File: config.mk
export PLATFORM = sky130hd
export DESIGN_NAME = bbsf_ctrl
export DESIGN_NICKNAME = d
export VERILOG_FILES = /design/src/rtl/core/bounded_byte_stream_fifo_assert.svh /design/src/rtl/core/bbsf_pkg.sv /design/src/rtl/core/bbsf_ctrl.sv
export SDC_FILE = /design/constraint.sdc
export NUM_CORES = 1
export LEC_CHECK = 0
export ABC_CLOCK_PERIOD_IN_PS = 2900
export BUFFER_PORTS_ARGS = -buffer_cell sky130_fd_sc_hd__buf_2
export CORE_AREA = 2 2 39 41
export CTS_CLUSTER_DIAMETER = 40
export DETAILED_ROUTE_END_ITERATION = 10
export DIE_AREA = 0 0 41 43
export PLACE_DENSITY = 0.36
export SLEW_MARGIN = 20
export SYNTH_ARGS = -nofsm -noshare
export SYNTH_HDL_FRONTEND = slang
export SYNTH_SLANG_ARGS = --single-unit
File: constraint.sdc
create_clock -name clk_i -period 2.9 [get_ports clk_i]
set_clock_uncertainty 0.2 [all_clocks]
set_input_delay 0.58 -clock clk_i [delete_from_list [all_inputs] [get_ports clk_i]]
set_output_delay 0.58 -clock clk_i [all_outputs]
set_load 0.01 [all_outputs]
File: src/rtl/core/bounded_byte_stream_fifo_assert.svh
// ---------------------------------------------------------------------------
// Assertion macros
// Shared concurrent assertion forms, clocked on clk_i, quiet in reset.
// ---------------------------------------------------------------------------
`ifndef BOUNDED_BYTE_STREAM_FIFO_ASSERT_SVH
`define BOUNDED_BYTE_STREAM_FIFO_ASSERT_SVH

// same-cycle implication
`define BBSF_ASSERT_NOW(lbl, ante, cons) \
  lbl: assert property (@(posedge clk_i) disable iff (!rst_ni) (ante) |-> (cons)) \
    else $error("bbsf assertion failed");

// next-cycle implication
`define BBSF_ASSERT_NEXT(lbl, ante, cons) \
  lbl: assert property (@(posedge clk_i) disable iff (!rst_ni) (ante) |=> (cons)) \
    else $error("bbsf assertion failed");

`endif

File: src/rtl/core/bbsf_pkg.sv
// ---------------------------------------------------------------------------
// bbsf_pkg
// Types and constants of the bounded byte stream FIFO.
// ---------------------------------------------------------------------------
package bbsf_pkg;

  localparam int STORE_DEPTH = 4096;
  localparam int ADDR_W      = $clog2(STORE_DEPTH);
  localparam int FILL_W      = ADDR_W + 1;
  localparam int CNT_W       = 13;
  localparam int CMP_W       = (FILL_W > CNT_W) ? FILL_W : CNT_W;
  localparam int TOT_W       = 64;
  localparam logic [CNT_W-1:0] CAP_RESET = CNT_W'(4096);

  typedef enum logic [1:0] {
    REQ_PUSH  = 2'd0,
    REQ_POP   = 2'd1,
    REQ_CLOSE = 2'd2
  } req_e;

  typedef enum logic [1:0] {
    ST_IDLE,
    ST_EXEC,
    ST_READ,
    ST_DONE
  } state_e;

  typedef struct packed {
    logic latch_in;
    logic exec;
    logic rd_head;
    logic load_out;
  } cmd_t;

  typedef struct packed {
    logic             push_accepted;
    logic [CNT_W-1:0] popped_amount;
    logic [7:0]       head_byte;
    logic             head_valid;
    logic [CNT_W-1:0] buffered_count;
    logic [CNT_W-1:0] free_space;
    logic [TOT_W-1:0] total_pushed;
    logic [TOT_W-1:0] total_popped;
    logic             is_closed_flag;
    logic             is_finished_flag;
  } res_t;

endpackage

File: src/rtl/core/bbsf_ctrl.sv
// ---------------------------------------------------------------------------
// bbsf_ctrl
// Request sequencer and result valid flag.
// ---------------------------------------------------------------------------
module bbsf_ctrl
  import bbsf_pkg::*;
(
  input  logic clk_i,
  input  logic rst_ni,
  input  logic in_valid_i,
  output logic in_ready_o,
  output logic out_valid_o,
  input  logic out_ready_i,
  output cmd_t cmd_o
);
  state_e state_q, state_d;
  logic   out_valid_q, out_valid_d;
  logic   out_free;

  assign out_free = !out_valid_q || out_ready_i;

  always_comb begin
    state_d = state_q;
    case (state_q)
      ST_IDLE: if (in_valid_i) state_d = ST_EXEC;
      ST_EXEC: state_d = ST_READ;
      ST_READ: state_d = ST_DONE;
      ST_DONE: if (out_free) state_d = ST_IDLE;
      default: state_d = ST_IDLE;
    endcase
  end

  always_comb begin
    cmd_o      = '0;
    in_ready_o = 1'b0;
    case (state_q)
      ST_IDLE: begin
        in_ready_o     = 1'b1;
        cmd_o.latch_in = in_valid_i;
      end
      ST_EXEC: cmd_o.exec     = 1'b1;
      ST_READ: cmd_o.rd_head  = 1'b1;
      ST_DONE: cmd_o.load_out = out_free;
      default: ;
    endcase
  end

  always_comb begin
    out_valid_d = out_valid_q;
    if (cmd_o.load_out) begin
      out_valid_d = 1'b1;
    end else if (out_ready_i) begin
      out_valid_d = 1'b0;
    end
  end

  always_ff @(posedge clk_i or negedge rst_ni) begin
    if (!rst_ni) begin
      state_q     <= ST_IDLE;
      out_valid_q <= 1'b0;
    end else begin
      state_q     <= state_d;
      out_valid_q <= out_valid_d;
    end
  end

  assign out_valid_o = out_valid_q;
endmodule
* Yosys cells after proc, flatten, opt, wreduce, memory -nomap -nowiden
Index checks and enable logic that the tools add are counted.
** Word-level totals
- Bits in registers :: 3
- Bits of input ports :: 4
** Operators by class
- Equality and inequality tests :: 5
- Muxes and demuxes :: 10
- Reduce and logical (&&, ||, !) cells :: 5
** Operators with widths (count)
- 2-bit case mux with 4 select lines :: 1
- 1-bit two-way mux :: 7
- 2-bit == test (second input constant) :: 2
- 2-bit two-way mux :: 2
- 2-bit != test (second input constant) :: 2
- 2-bit by 1-bit == test with 1-bit output (second input constant) :: 1
- 2-bit logical NOT :: 1
- 2-bit AND reduction :: 1
- 2-bit nonzero test :: 1
- 1-bit logical NOT :: 1
- 1-bit logical OR :: 1

* Depth between registers and ports, before layout
- Depth in word-level cells :: 4
- Depth in mapped cells :: 4
- Depth with buffers taken out :: 4

* Worst setup path after synthesis
OpenSTA, ideal clock, no wires.
- Path type :: in2out
- Start point :: in out_ready_i
- End point :: out cmd_o[0] (netlist bit)
- Arrival time :: 0.986 ns
- Data required time :: 2.120 ns
- Slack :: 1.134 ns
- Stages :: 3
- Buffers on the path :: 1
- Cell sequence :: nand2b_1 and2_1 buf_4
** RTL lines
- start: declaration :: line bbsf_ctrl.sv:13 : input logic out_ready_i,
- end: declaration :: line bbsf_ctrl.sv:14 : output cmd_t cmd_o

==> metrics list <==
- Via count of the first global-routing pass: 182
- Number of flops mapped to enable cells by yosys: 0
- After the first detailed-routing iteration, the DRC count stood at 0.
- Endpoints failing hold: 0
* WL met2: 148 µm
- Max-slew violation count: 0
* Routed length on met1: 232 µm
- Setup violations remaining at the end of the flow were counted as 0.
- Die Footprint: 0.00176 mm²
- In this run the cell area of the synthesized design comes to 213 µm².
* Most numerous cell types in the synthesized netlist: 4 x ha_1, 3 x dfrtp_1, 3 x inv_1
* Main combinational cell family by area after synthesis: adder cells
- Transition time at the pin with the least slew margin: 0.164 ns
* Mux share of post-synthesis cell area: 7.06%
* CP startpoint kind: register
* Share of the synthesized area in the top cell type: 35.3%
- The worst setup path is of the reg -> out kind.
- Synthesized-area fraction occupied by ao, oa, aoi and oai cells: 9.41%
- In the routed design, unresolved DRC markers number 0.
* Global-route wire length before repair: 793 µm
- Clock-pin slew on the worst setup and hold paths: 0.04 ns
- Core region area: 0.00138 mm²
- For this block, the via count after detailed routing is 172.
- Worst hold path stage count: 2
* Root buffer cell: clkbuf_4
- Of the total synthesized cell area, the portion taken by full adders, half adders and majority gates is 23.5%.
- Share of synthesized cell area in and, or, nand and nor gates: 15.9%
- Post-DRT Antenna Nets: 0
* Crit path capture type: output port
- Worst-case vdd ir drop: 0.000382 V
* Most area-consuming cells after synthesis: dfrtp_1 35%, ha_1 24%, mux2_4 7.1%
- Clock latency on the worst-skew pair: 0.23 ns
* Final standard cell area without fillers: 307 µm²
- Highest clock frequency the design can meet: 491 MHz
- For this run, the detailed router's first-pass iteration total came to 1.
* Synthesized area divided by synthesized cell count: 11.2 µm²
- In this run the number of H-tree levels came out at 1.
* Buffers added on ports: 9
* Post-Syn Instances: 19
* Post-Place Cell Area: 270 µm²
- The run finished with clean final reports.
* Initial antenna violation count: 0
- Classification of the worst-slack hold path: reg -> reg
- Summed over all cells, the static leakage comes to 0.175 nW.
- Final total negative setup slack: 0 ns
- Among all flip-flop cells after synthesis, the most frequent one is dfrtp_1.
- Post-synth cell types: 10
* Syn Nets: 27
- Sequential area share after synthesis: 35.3%
* Global-route congestion overflow total: 0
* Final critical-path share of the clock period: 70.2%
- Library cell with the largest summed area after synthesis: dfrtp_1
- CP required: 2.12 ns
- Summing internal, switching and leakage power gives 0.000339 W.
- Of the total synthesized cell area, the portion taken by XOR and XNOR cells is 0%.
* Effective utilization at floorplan: 15.4%
* Signal arrival time at the worst endpoint: 1.26 ns
* Number of register bits inferred by synthesis: 3
- The worst register-to-register path has a depth of 4.
- For this block, the routed nets add up to 444 µm of wire.
- Routed signal wires occupy layers up through met4.
- Headroom to the max-slew limit came out at 89.1%.
- For this design the ratio of total power to cell area is 1100 mW/mm².
- Via/cell ratio: 3.58
- In this run the worst path has a maximum fanout of 4.
- Across every metal layer, demand over resource in global routing totals 7.12%.
- Share of final-layout standard cells stronger than drive strength 1: 46.9%
* Clock tree from TritonCTS: done
- Boundary pin count: 10
- Number of buffers on the longest clock path: 2
- Prior to clock tree synthesis, the placed netlist has a worst setup slack of 1.02 ns.
- Floorplan row count: 14
* Crit path setup slack, layout: 0.864 ns
- In the final routed layout, each cell accounts on average for 9.25 µm.
- In the post-synthesis netlist, the cell with the most instances is ha_1.
- Detailed route wirelength on metal3: 48 µm
* Setup repair bufs after CTS: 0
- Pin count of the biggest net entering global routing: 5
- Max-Cap Viols: 0
- Area grow syn2layout: 44.1%
- Final net count: 41
- The die is 41 µm wide.
- 0 antenna diodes ended up in the layout.
- The routed design could run at a clock period as short as 2.04 ns.
* Setup repair after global routing missed its margin: false
- The tree built by TritonCTS fans out to 3 sinks.
- Total clock buffers created by CTS: 3
- GPL Wtd Cong: 0.583
- Counting flops with an async set or reset pin after synthesis yields a share of 100%.
- Die Height: 43 µm
- During synthesis, Yosys emitted a total of 0 warnings.
-- final timing paths --
check                                         from                       to  slack (ns)
min reg2reg                out_valid_o$_DFFE_PN0P_  out_valid_o$_DFFE_PN0P_        0.34
max                         state_q[0]$_DFFE_PN0P_                 cmd_o[3]        0.86
max in group asynchronous                   rst_ni  out_valid_o$_DFFE_PN0P_        1.92
min                        out_valid_o$_DFFE_PN0P_  out_valid_o$_DFFE_PN0P_        0.34
min in group asynchronous                   rst_ni   state_q[1]$_DFFE_PN0P_        0.48
max reg2reg                 state_q[0]$_DFFE_PN0P_   state_q[1]$_DFFE_PN0P_        1.28
-- cell families (layout without fill, tap and decap cells) --
kind of cell,Yosys count,in the layout
compound gates,2,2
fa+ha+maj,4,4
buf+inv,4,17
simple gates,5,5
mux,1,1
flops,3,3
-- critical path, cell delays in order (launching register included) --
cell,delay [ns]
dfrtp_1,0.41
inv_1,0.09
ha_1,0.25
and2_1,0.15
buf_2,0.13
-- routing by layer --
metal | vias up | GRT usage, %
met2 | 12 | 8.44
met5 | - | 0
met3 | 2 | 3.14
met4 | 0 | 6.00
met1 | 72 | 9.29
li1 | 86 | -
-- layout by cell type (no fill, tap or decap) --
| cell type | instances |
|---|---|
| buf_2 | 9 |
| ha_1 | 4 |
| inv_1 | 3 |
| clkbuf_4 | 3 |
| dfrtp_1 | 3 |
| nand2b_1 | 2 |
| and2_1 | 2 |
| and3b_1 | 1 |
| a21oi_2 | 1 |
| o32a_2 | 1 |
| mux2_4 | 1 |
| clkbuf_1 | 1 |
| dlygate4sd3_1 | 1 |
-- where the power goes --
| group | switching, W | internal (W) |
|---|---|---|
| registers | 0.0000238 | 0.0000649 |
| logic | 0.0000822 | 0.0000940 |
| clock network | 0.0000220 | 0.0000516 |
-- timing repair --
item / 4_1_cts / 5_1_grt
endpoints found under the setup margin: 0 / 0
hold buffers: 1 / 0
gates resized for setup: 0 / 0
endpoints found under the hold margin: 3 / 0
-- final cells by class --
type | instances | area, µm²
multi-input combinational | 12 | 119
sequential | 3 | 75.1
inverter | 3 | 11.3
timing repair buffer | 10 | 55.1
fill | 153 | 1080
tap | 16 | 20.0
clock buffer | 4 | 26.3
-- through the flow --
| stage | cells | utilization, % | hold WS (ns) |
|---|---|---|---|
| global placement | 43 | 19.5 | 0.175 |
| CTS | 48 | 22.2 | 0.352 |
| detailed placement | 43 | 19.5 | 0.176 |
| global route | 48 | 22.2 | 0.385 |
| floorplan | 19 | - | 0.0844 |
| finish | 48 | 22.2 | 0.339 |
-- flip-flops by register name (all words and copies together) (netlist names) --
name / cells
out_valid_o: 1
state_q: 2
No activity file was read; power rests on OpenSTA's default activity.
